===== src/vdh_pkg.sv =====
package vdh_pkg;

  localparam int MAX_BUCKETS = 1024;
  localparam int MAX_NODES   = 4096;
  localparam int KEY_WORDS   = 8;
  localparam int BKT_W       = $clog2(MAX_BUCKETS);
  localparam int NODE_W      = $clog2(MAX_NODES);
  localparam int LINK_W      = $clog2(MAX_NODES + 1);
  localparam int CNT_W       = 11;
  localparam int MOD_BITS    = 4;
  localparam int MOD_STEPS   = 32 / MOD_BITS;

  localparam logic [31:0] HASH_SEED = 32'd65521;

  typedef logic [KEY_WORDS-1:0][31:0] key_t;

  typedef enum logic [1:0] {
    ST_FOUND    = 2'd0,
    ST_INSERTED = 2'd1,
    ST_FULL     = 2'd2
  } status_t;

  typedef struct packed {
    key_t              key;
    logic [31:0]       new_value;
    logic [BKT_W-1:0]  bucket;
  } entry_t;

  typedef enum logic [1:0] {
    F_IDLE,
    F_MOD,
    F_PUSH
  } front_state_t;

  typedef enum logic [2:0] {
    B_CLEAR,
    B_IDLE,
    B_HEAD,
    B_LINK,
    B_WALK,
    B_CMP,
    B_DONE
  } back_state_t;

  function automatic logic [31:0] word_mult(input int i);
    case (i)
      0:       word_mult = 32'd2;
      1:       word_mult = 32'd3;
      2:       word_mult = 32'd5;
      3:       word_mult = 32'd7;
      4:       word_mult = 32'd11;
      5:       word_mult = 32'd13;
      6:       word_mult = 32'd17;
      default: word_mult = 32'd19;
    endcase
  endfunction

  function automatic logic [31:0] key_hash(input key_t k);
    logic [31:0] h;
    h = HASH_SEED;
    for (int i = 0; i < KEY_WORDS; i++) begin
      h = h ^ (k[i] * word_mult(i));
    end
    key_hash = h;
  endfunction

endpackage


===== src/vdh_queue.sv =====
module vdh_queue (
  input  logic             clk,
  input  logic             rst_n,
  input  logic             push,
  output logic             full,
  input  vdh_pkg::entry_t  din,
  input  logic             pop,
  output logic             empty,
  output vdh_pkg::entry_t  dout
);
  import vdh_pkg::*;

  entry_t      slot_r [2];
  logic        wr_ptr_r, rd_ptr_r;
  logic [1:0]  count_r;

  assign full  = (count_r == 2'd2);
  assign empty = (count_r == 2'd0);
  assign dout  = slot_r[rd_ptr_r];

  always_ff @(posedge clk) begin
    if (!rst_n) begin
      wr_ptr_r <= 1'b0;
      rd_ptr_r <= 1'b0;
      count_r  <= 2'd0;
    end else begin
      if (push && !full) begin
        wr_ptr_r <= ~wr_ptr_r;
      end
      if (pop && !empty) begin
        rd_ptr_r <= ~rd_ptr_r;
      end
      count_r <= count_r + {1'b0, push && !full} - {1'b0, pop && !empty};
    end
  end

  always_ff @(posedge clk) begin
    if (push && !full) begin
      slot_r[wr_ptr_r] <= din;
    end
  end

endmodule


===== config.mk =====
export PLATFORM = sky130hd
export DESIGN_NAME = vdh_queue
export DESIGN_NICKNAME = d
export VERILOG_FILES = /design/src/vdh_pkg.sv /design/src/vdh_queue.sv
export SDC_FILE = /design/constraint.sdc
export NUM_CORES = 1
export LEC_CHECK = 0
export BUFFER_PORTS_ARGS = -buffer_cell sky130_fd_sc_hd__buf_2
export CAP_MARGIN = 20
export CORE_MARGIN = 10
export CORE_UTILIZATION = 50
export CTS_CLUSTER_SIZE = 28
export DETAILED_ROUTE_END_ITERATION = 8
export MAX_ROUTING_LAYER = met4
export PLACE_DENSITY = 0.78
export SYNTH_ARGS = -nofsm -noshare
export SYNTH_HDL_FRONTEND = slang
export SYNTH_SLANG_ARGS = --single-unit

===== constraint.sdc =====
create_clock -name clk -period 18.15 [get_ports clk]
set_input_delay 0.9075 -clock clk [delete_from_list [all_inputs] [get_ports clk]]
set_output_delay 0.9075 -clock clk [all_outputs]
set_load 0.02 [all_outputs]

==> run_results.csv <==
group,metric,value,unit
power,max_vdd_drop,0.000161,V
yosys,synth_cell_types,18,
hold_path,hold_wc_path_type,"input port to register",
floorplanning,initial_core_util,50.8,%
yosys,synth_fp_nets,1258,
drt,route.detailed.vias_per_inst,5.05,
global_routing,gr_overflow_total,0,
final_layout,area.growth.synth_to_final,24.7,%
yosys,synth-seq-cells,601,
final_layout,final_util,63.4,%
global_routing,grtUsageMet3,5.88,%
timing,whs,503,ps
timing,timing.clock.skew,12.1,ps
timing,post-route-period-util,26.1,%
clock_tree,path_clk_slew,60,ps
final_layout,seq_area,18000,um2
timing,slew_headroom,23.1,%
global_routing,globalRouteTotalUtil,19.3,%
yosys,yosys_warnings,0,
clock_tree,cts_buffer_depth,3,
place,dp_wirelength,38500,um
yosys,synth_largest_area_cell,"sky130_fd_sc_hd__edfxtp_1",
worst_setup_path,crit_path_top_delay_cell,"sky130_fd_sc_hd__buf_4",
global_routing,most_heavily_used_metal_layer_in_global_routing,"met2",
timing,report.final.hold_viol_count,0,
worst_setup_path,path_common_cell,"sky130_fd_sc_hd__buf_4",
worst_setup_path,setup.worst_path.end_class,"output port",
timing,max_freq,0.211,GHz
power,leakage,10.9,nW
yosys,post_synth_inst_count,954,
timing,final.setup.tns,0,ps
worst_setup_path,path_cells,"buf_4, buf_4, mux2_4, buf_2",
worst_setup_path,worst_ep_arrival_time,3820,ps
place,numPlacedInstances,2122,
global_routing,grt_util_met1,20.4,%
global_routing,grt_first_pass_wirelength,75700,um
global_routing,vias_in_the_first_global_route,12127,
final_layout,fillCellCount,3056,
yosys,yosys.cell_count.top_type,"sky130_fd_sc_hd__edfxtp_1",
yosys,area_fraction_of_the_dominant_cell_type_after_synthesis,79.3,%
worst_setup_path,criticalPathCategory,"register to output port",
drt,postRouteWirelength,53800,um
job,maxcap_violations,0,
clock_tree,cell_at_the_root_of_the_clock_tree,"sky130_fd_sc_hd__clkbuf_16",
final_layout,layout.cell_area.non_filler,28100,um2
final_layout,area_occupied_by_multi_input_gates,4250,um2
clock_tree,cts.sink_count,601,
yosys,synthArstFlopShare,0,%
place,buffer_ports.inserted,601,
clock_tree,cts.repair.resized,0,
yosys,synthFlopType,"sky130_fd_sc_hd__edfxtp_1",
global_routing,grt_start_max_net_pins,162,
worst_setup_path,worstPathMaxFanout,57,
timing,rsz0062_at_grt,"false",
global_routing,grt_antenna_before_repair,19,
final_layout,finish.net_count,1894,
worst_setup_path,worst_setup_path_start_kind,"register",
drt,drt_pass1_iterations,5,
worst_setup_path,max_stage_delay,920,ps
timing,worstMarginPinSlew,1150,ps
final_layout,layout-drive-gt1-share,60.8,%
floorplanning,top_level_ports,602,
yosys,post_synth_edffs,596,
floorplanning,placementRows,77,
floorplanning,die_width,232,um
yosys,synth_seq_area_share,79.7,%
status,outcome,"complete, no violations",
drt,overall_via_count_from_detail_route,11337,
timing,timing_max_transition_violations_final,0,
floorplanning,floorplan.die.height,232,um
clock_tree,cts-htree-levels,2,
yosys,ys_top_cells_by_area,"sky130_fd_sc_hd__edfxtp_1 79%, sky130_fd_sc_hd__mux2_4 13%, sky130_fd_sc_hd__mux2_2 4.8%",
floorplanning,die_area,54000,um2
clock_tree,insertion_delay,590,ps
global_routing,use_met2,33.6,%
clock_tree,cts_buffers,57,
drt,drt_iter0_drc,916,
worst_setup_path,cp_num_buf_inv,3,
place,gp_congestion,0.825,
worst_setup_path,required,17240,ps
timing,final_setup_fails,0,
place,post_place_cell_area,26100,um2
yosys,post_synth_most_frequent_cells,"596 x sky130_fd_sc_hd__edfxtp_1, 201 x sky130_fd_sc_hd__mux2_4, 97 x sky130_fd_sc_hd__mux2_2, 26 x sky130_fd_sc_hd__buf_6, 7 x sky130_fd_sc_hd__buf_2",
drt,antenna_violating_nets_post_route,0,
final_layout,layoutNonFillerInstCount,2245,
worst_setup_path,timing.critical_path.max_delay_family,"buffers and inverters",
drt,avgRoutedWirePerCell,24.0,um
timing,period_needed,4730,ps
floorplanning,fp.coreArea,44400,um2
drt,drc,0,
yosys,post_synth.cell_area_avg,23.7,um2
power,pwr_density_cell,158,nW/um2
yosys,syn_area,22600,um2
clock_tree,clock_tree_from_tritoncts,"yes",
clock_tree,cts_post_setup_buffers_inserted,0,
clock_tree,number_of_buffers_inserted_for_hold_repair_after_clock_tree_synthesis,0,
cell families (layout without fill, tap and decap cells):
logic type / count (synthesis) / after routing / synth area share (%)
compound gates: 1 / 1 / 0.0333
other cells: 0 / 20 / 0
buf+inv: 36 / 715 / 1.50
mux: 299 / 299 / 18.3
fa+ha+maj: 2 / 2 / 0.111
simple gates: 13 / 13 / 0.277
flops: 601 / 601 / 79.7
xor+xnor: 2 / 2 / 0.0776
power by group:
part / switching [mW] / total (mW) / internal [mW]
Combinational: 0.784 / 1.34 / 0.555
Sequential: 0.0756 / 1.87 / 1.79
Clock: 0.479 / 1.24 / 0.759
layer usage:
layer | vias up | part of all wire [%]
met5 | - | 0
met4 | 0 | 2.7
met3 | 88 | 8.6
met2 | 496 | 54
met1 | 5640 | 35
li1 | 5113 | -
registers in the layout, summed over array words and instances (netlist names), named ones only:
signal,count
wr_ptr_r,1
count_r,2
rd_ptr_r,1
slot_r,596
path summary, 6_finish.rpt:
path         depth (start not counted)  slack, ps        from              to
min reg2reg                          2        550    wr_ptr_r        wr_ptr_r
max reg2reg                          5      14860  count_r[0]  slot_r[0][175]
max                                  4      13420    register       dout[108]
min                                  1        500    din[242]  slot_r[1][242]
stage by stage:
step	total power [mW]	worst slack, ps
after floorplan	2.93	3850
after global placement	3.21	14080
after detailed placement	3.24	14020
after CTS	4.48	13390
after global routing	4.60	13240
final	4.44	13420
cells in the final DEF (no fill, tap or decap), types with 5 or more instances in the layout:
master / n
sky130_fd_sc_hd__clkbuf_16: 57
sky130_fd_sc_hd__mux2_2: 97
sky130_fd_sc_hd__buf_4: 5
sky130_fd_sc_hd__edfxtp_1: 596
sky130_fd_sc_hd__clkinv_2: 9
sky130_fd_sc_hd__bufinv_16: 13
sky130_fd_sc_hd__diode_2: 20
sky130_fd_sc_hd__clkbuf_1: 12
sky130_fd_sc_hd__mux2_4: 201
sky130_fd_sc_hd__clkinv_1: 8
sky130_fd_sc_hd__buf_2: 601
layout make-up:
class                   count  area share [%]
flip-flops and latches    601            64.0
multi-input cells         317            15.1
repair buffers            610            11.1
clock buffers              69            5.23
well taps                 592            2.63
clock inverters            33            1.75
diodes                     20           0.178
inverters                   3          0.0400
Power figures use the tool's default switching activity.
