==> src/vdh_pkg.sv <==
package vdh_pkg;

  localparam int MAX_BUCKETS = 1024;
  localparam int MAX_NODES   = 4096;
  localparam int KEY_WORDS   = 8;
  localparam int BKT_W       = $clog2(MAX_BUCKETS);
  localparam int NODE_W      = $clog2(MAX_NODES);
  localparam int LINK_W      = $clog2(MAX_NODES + 1);
  localparam int CNT_W       = 11;
  localparam int MOD_BITS    = 4;
  localparam int MOD_STEPS   = 32 / MOD_BITS;

  localparam logic [31:0] HASH_SEED = 32'd65521;

  typedef logic [KEY_WORDS-1:0][31:0] key_t;

  typedef enum logic [1:0] {
    ST_FOUND    = 2'd0,
    ST_INSERTED = 2'd1,
    ST_FULL     = 2'd2
  } status_t;

  typedef struct packed {
    key_t              key;
    logic [31:0]       new_value;
    logic [BKT_W-1:0]  bucket;
  } entry_t;

  typedef enum logic [1:0] {
    F_IDLE,
    F_MOD,
    F_PUSH
  } front_state_t;

  typedef enum logic [2:0] {
    B_CLEAR,
    B_IDLE,
    B_HEAD,
    B_LINK,
    B_WALK,
    B_CMP,
    B_DONE
  } back_state_t;

  function automatic logic [31:0] word_mult(input int i);
    case (i)
      0:       word_mult = 32'd2;
      1:       word_mult = 32'd3;
      2:       word_mult = 32'd5;
      3:       word_mult = 32'd7;
      4:       word_mult = 32'd11;
      5:       word_mult = 32'd13;
      6:       word_mult = 32'd17;
      default: word_mult = 32'd19;
    endcase
  endfunction

  function automatic logic [31:0] key_hash(input key_t k);
    logic [31:0] h;
    h = HASH_SEED;
    for (int i = 0; i < KEY_WORDS; i++) begin
      h = h ^ (k[i] * word_mult(i));
    end
    key_hash = h;
  endfunction

endpackage

==> src/vdh_front.sv <==
module vdh_front (
  input  logic                  clk,
  input  logic                  rst_n,
  input  logic                  push,
  output logic                  full,
  input  vdh_pkg::key_t         key_i,
  input  logic [31:0]           new_value_i,
  input  logic                  cfg_we,
  input  logic [10:0]           cfg_wdata,
  input  logic                  back_ready_i,
  output logic                  q_push_o,
  input  logic                  q_full_i,
  output vdh_pkg::entry_t       q_data_o
);
  import vdh_pkg::*;

  front_state_t       state_r, state_nxt;
  logic [CNT_W-1:0]   bucket_cnt_r;
  logic [CNT_W-1:0]   divisor;
  key_t               key_r;
  logic [31:0]        newv_r;
  logic [31:0]        hash_r, hash_nxt;
  logic [BKT_W-1:0]   rem_r, rem_nxt;
  logic [$clog2(MOD_STEPS)-1:0] step_r;
  logic               accept;

  assign full   = (state_r != F_IDLE) || !back_ready_i;
  assign accept = push && !full;

  always_comb begin
    if (bucket_cnt_r == '0) begin
      divisor = CNT_W'(1);
    end else if (bucket_cnt_r > CNT_W'(MAX_BUCKETS)) begin
      divisor = CNT_W'(MAX_BUCKETS);
    end else begin
      divisor = bucket_cnt_r;
    end
  end

  // restoring remainder, MOD_BITS hash bits per cycle, msb first
  always_comb begin
    logic [CNT_W:0] t;
    t = {{(CNT_W+1-BKT_W){1'b0}}, rem_r};
    for (int i = 0; i < MOD_BITS; i++) begin
      t = {t[CNT_W-1:0], hash_r[31-i]};
      if (t >= {1'b0, divisor}) begin
        t = t - {1'b0, divisor};
      end
    end
    rem_nxt  = t[BKT_W-1:0];
    hash_nxt = hash_r << MOD_BITS;
  end

  always_comb begin
    state_nxt = state_r;
    q_push_o  = 1'b0;
    case (state_r)
      F_IDLE: begin
        if (accept) begin
          state_nxt = F_MOD;
        end
      end
      F_MOD: begin
        if (step_r == $bits(step_r)'(MOD_STEPS - 1)) begin
          state_nxt = F_PUSH;
        end
      end
      F_PUSH: begin
        if (!q_full_i) begin
          q_push_o  = 1'b1;
          state_nxt = F_IDLE;
        end
      end
      default: state_nxt = F_IDLE;
    endcase
  end

  assign q_data_o = '{key: key_r, new_value: newv_r, bucket: rem_r};

  always_ff @(posedge clk) begin
    if (!rst_n) begin
      state_r      <= F_IDLE;
      bucket_cnt_r <= CNT_W'(MAX_BUCKETS);
      step_r       <= '0;
    end else begin
      state_r <= state_nxt;
      if (cfg_we) begin
        bucket_cnt_r <= cfg_wdata;
      end
      if (state_r == F_MOD) begin
        step_r <= step_r + 1'b1;
      end else begin
        step_r <= '0;
      end
    end
  end

  always_ff @(posedge clk) begin
    if (accept) begin
      key_r  <= key_i;
      newv_r <= new_value_i;
      hash_r <= key_hash(key_i);
      rem_r  <= '0;
    end else if (state_r == F_MOD) begin
      hash_r <= hash_nxt;
      rem_r  <= rem_nxt;
    end
  end

endmodule

==> config.mk <==
export PLATFORM = sky130hd
export DESIGN_NAME = vdh_front
export DESIGN_NICKNAME = d
export VERILOG_FILES = /design/src/vdh_pkg.sv /design/src/vdh_front.sv
export SDC_FILE = /design/constraint.sdc
export NUM_CORES = 2
export LEC_CHECK = 0
export BUFFER_PORTS_ARGS = -buffer_cell sky130_fd_sc_hd__buf_4
export CAP_MARGIN = 20
export CORE_MARGIN = 2
export CORE_UTILIZATION = 25
export DETAILED_ROUTE_END_ITERATION = 12
export SETUP_SLACK_MARGIN = 0.15
export SYNTH_ARGS = -nofsm -noshare
export SYNTH_HDL_FRONTEND = slang
export SYNTH_SLANG_ARGS = --single-unit
==> constraint.sdc <==
create_clock -name clk -period 9.1 [get_ports clk]
set_input_delay 0.455 -clock clk [delete_from_list [all_inputs] [get_ports clk]]
set_output_delay 0.455 -clock clk [all_outputs]
set_load 0.01 [all_outputs]
==> flow_metrics.py <==
metrics = {
    "outcome": {
        "outcome": "complete, no violations",
    },
    "worst_setup_path": {
        "cp-end-kind": "flip-flop",
        "start_kind": "flip-flop",
        "worst_ep_arrival_time_ns": 9.32,
        "cp_slowest_cell": "o41a_1",
        "reg2reg_to": "rem_r[3]",
        "rr_startpoint": "bucket_cnt_r[0]",
        "r2r_slack_ns": 0.26,
        "path_class": "flip-flop to flip-flop",
        "crit_required_ns": 9.58,
        "cpPeakStageDelay_ns": 0.43,
        "reg2reg_depth": 47,
        "crit_path_max_fanout": 8,
    },
    "layout": {
        "multi_input_comb_area_mm2": 0.0213,
        "fin_nets": 5180,
        "drive_gt1_frac": 0.228,
        "nFillCells": 13700,
        "fin_util": 0.329,
        "register_area_mm2": 0.0101,
        "area_growth_pct": 31.2,
        "mostFrequentLayoutCells": "buf_4, ha_1, inv_1",
        "fin_area_mm2": 0.0438,
        "final_common_cell": "buf_4",
    },
    "synthesis": {
        "synthCells": 3231,
        "synth-edff-count": 320,
        "synthTopCellsByArea": "edfxtp_1, ha_1, xnor2_1, fa_1, inv_1",
        "synthFlopType": "edfxtp_1",
        "yosysWarnings": 0,
        "synth_xor_xnor_area_share": 0.121,
        "synth_top_family_by_area": "adder cells",
        "synth_top_cell_by_area": "edfxtp_1",
        "synth.distinct_cells": 78,
        "synth.cell_area_mm2": 0.0334,
        "synth_seq_area_share": 0.303,
        "synth_top_area_frac": 0.288,
        "synth_compound_area_frac": 0.107,
        "synth-simple-area-share": 0.0631,
        "synth_mux_area_frac": 0.0130,
        "avgSynthCellArea_um2": 10.3,
        "async_flop_share": 0,
        "syn_nets": 4325,
        "synth_seq_cells": 346,
        "synth_fa_ha_area_frac": 0.322,
    },
    "timing": {
        "slew_viol_final": 0,
        "finalSetupViolCount": 0,
        "rsz0062_at_grt": "yes",
        "slew_headroom": 0.231,
        "fin_tns_setup_ns": 0,
        "hold_violations": 0,
        "worstMarginPinSlew_ns": 1.12,
        "max_freq_mhz": 113,
        "min_period_ns": 8.84,
        "setup_ws_ns": 0.257,
        "fin_crit_sh": 0.972,
        "finalClockSkew_ns": 0.0190,
        "whs_ns": 0.0520,
    },
    "worst_hold_path": {
        "hold_start": "key_i[223]",
        "holdPathEnd": "q_data_o[265]",
        "hold_path_depth": 1,
        "hold_path.class": "input port to flip-flop",
    },
    "place": {
        "routabilityCongestion": 0.861,
        "place_hpwl_um": 97600,
        "place_area_mm2": 0.0412,
        "portBuffers": 604,
        "post-place-ws_ns": -0.623,
    },
    "clock_network": {
        "path_clk_slew_ns": 0.06,
        "cts_root_buf": "clkbuf_16",
        "clk_latency_ns": 0.61,
        "cts_sinks": 346,
        "tritoncts": "yes",
        "clockBufferDepth": 3,
        "ctsHtreeMaxLevel": 2,
        "numCtsBuffers": 46,
    },
    "floorplan": {
        "die_width_um": 369,
        "core_mm2": 0.133,
        "rows": 134,
        "io_pins": 605,
        "die_area_mm2": 0.136,
        "initial_core_util": 0.251,
        "fp.dieH_um": 369,
    },
    "power": {
        "power.leakage_nw": 21.2,
        "p_per_area_mw_per_mm2": 367,
        "ir_worst_vdd_uv": 690,
    },
    "global_route": {
        "grt_pass1_wl_um": 165000,
        "grt_pass1_vias": 25600,
        "antenna_found_initial": 9,
        "grt-ovfl-total": 0,
        "track_usage": 0.163,
        "grt_max_degree": 90,
    },
    "run": {
        "max_cap_violations": 0,
    },
    "drt": {
        "drc": 0,
        "first_pass_iters": 6,
        "drtIter0Drc": 1331,
        "routed_wl_um": 114000,
        "wl_per_cell_um": 19.4,
        "via_per_inst": 4.37,
        "vias": 25800,
        "antenna_left": 0,
    },
}
==> worst max-delay path: cells and delay by family (launching register included) <==
| kind | cells | cell delay [ns] |
|---|---|---|
| AND/OR/NAND/NOR | 10 | 1.49 |
| AO/OA/AOI/OAI | 22 | 3.94 |
| multiplexers | 3 | 0.78 |
| flip-flops | 1 | 0.32 |
| buffers and inverters | 6 | 0.79 |
| adder cells (fa/ha/maj) | 5 | 1.17 |
| XOR/XNOR | 1 | 0.21 |
==> sequential cells by signal (all words and copies together), names as in the netlist <==
signal        flops
hash_r           32
bucket_cnt_r     11
state_r           2
step_r            3
rem_r            10
q_data_o        256
newv_r           32
==> through the flow <==
step                      instances  power [mW]
after global placement         5722        13.0
after detailed placement       5722        13.1
after CTS                      5883        15.9
after floorplan                3231        9.66
final                          5892        16.1
after global routing           5891        17.3
==> worst max-delay path by stage <==
stage,start,to,cells past startpoint
2_1_floorplan,bucket_cnt_r[6],rem_r[0],46
5_1_grt,bucket_cnt_r[0],rem_r[6],47
6_report,bucket_cnt_r[0],rem_r[3],47
3_5_place_dp,bucket_cnt_r[0],rem_r[0],48
3_3_place_gp,bucket_cnt_r[6],rem_r[0],48
4_1_cts,bucket_cnt_r[3],rem_r[0],48
==> cell type report <==
type / count / share of cell area
multi-input combinational: 2268 / 0.486
clock inverter: 34 / 0.00683
inverter: 599 / 0.0515
antenna: 1 / 0.0000571
clock buffer: 51 / 0.0272
sequential: 346 / 0.231
tap: 1768 / 0.0505
timing repair buffer: 825 / 0.146
==> where the power goes <==
part	internal [mW]	leakage [nW]	switching [mW]
clock network	1.04	0.719	0.781
logic	6.60	17.2	5.67
registers	1.92	3.21	0.0525
total	9.56	21.2	6.50
==> timing repair <==
action / in CTS / in global routing
gates resized for setup: 53 / 29
hold buffers: 61 / 0
buffers inserted: 15 / 8
hold endpoints to repair: 61 / 0
endpoints found under the setup margin: 10 / 10
pin swaps: 39 / 22
==> cell usage after synthesis (4+ instances only) <==
cell type and number:
inv_1 599, nand4_1 15, dfxtp_1 26, mux2i_1 17
nand2_1 131, o22ai_1 4, ha_1 671, nor2b_1 45
and4_1 6, a2111oi_0 7, and3_1 12, nand2b_1 32
nor4_1 9, xnor3_1 5, xnor2_1 392, a211o_1 5
a211oi_1 17, nor3_1 26, o21a_1 35, a21boi_0 7
nor2_1 94, o21bai_1 15, o21ai_0 106, a31o_2 5
a311oi_1 6, o211ai_1 10, xor2_1 58, edfxtp_1 320
fa_1 118, and2_1 7, or3_1 4, o41ai_1 4
a21oi_1 165, mux2_2 22, o21ai_1 7, a31oi_1 18
a21o_1 91, nand3b_1 4, or2_2 6, clkbuf_1 15
nand3_1 34, o311ai_0 4
==> cells by family after synthesis <==
family,Yosys count
multiplexers,40
AO/OA/AOI/OAI,551
AND/OR/NAND/NOR,433
adder cells (fa/ha/maj),789
flip-flops,346
XOR/XNOR,455
buffers and inverters,617
==> metal layers <==
metal,global-route usage,part of all wire,vias to the layer above
met5,0,0.00055,-
met4,0.0290,0.017,10
met3,0.0330,0.062,94
met2,0.282,0.48,680
met1,0.211,0.44,12100
li1,-,-,12800
Note: power is estimated with default switching activity, not from simulation.
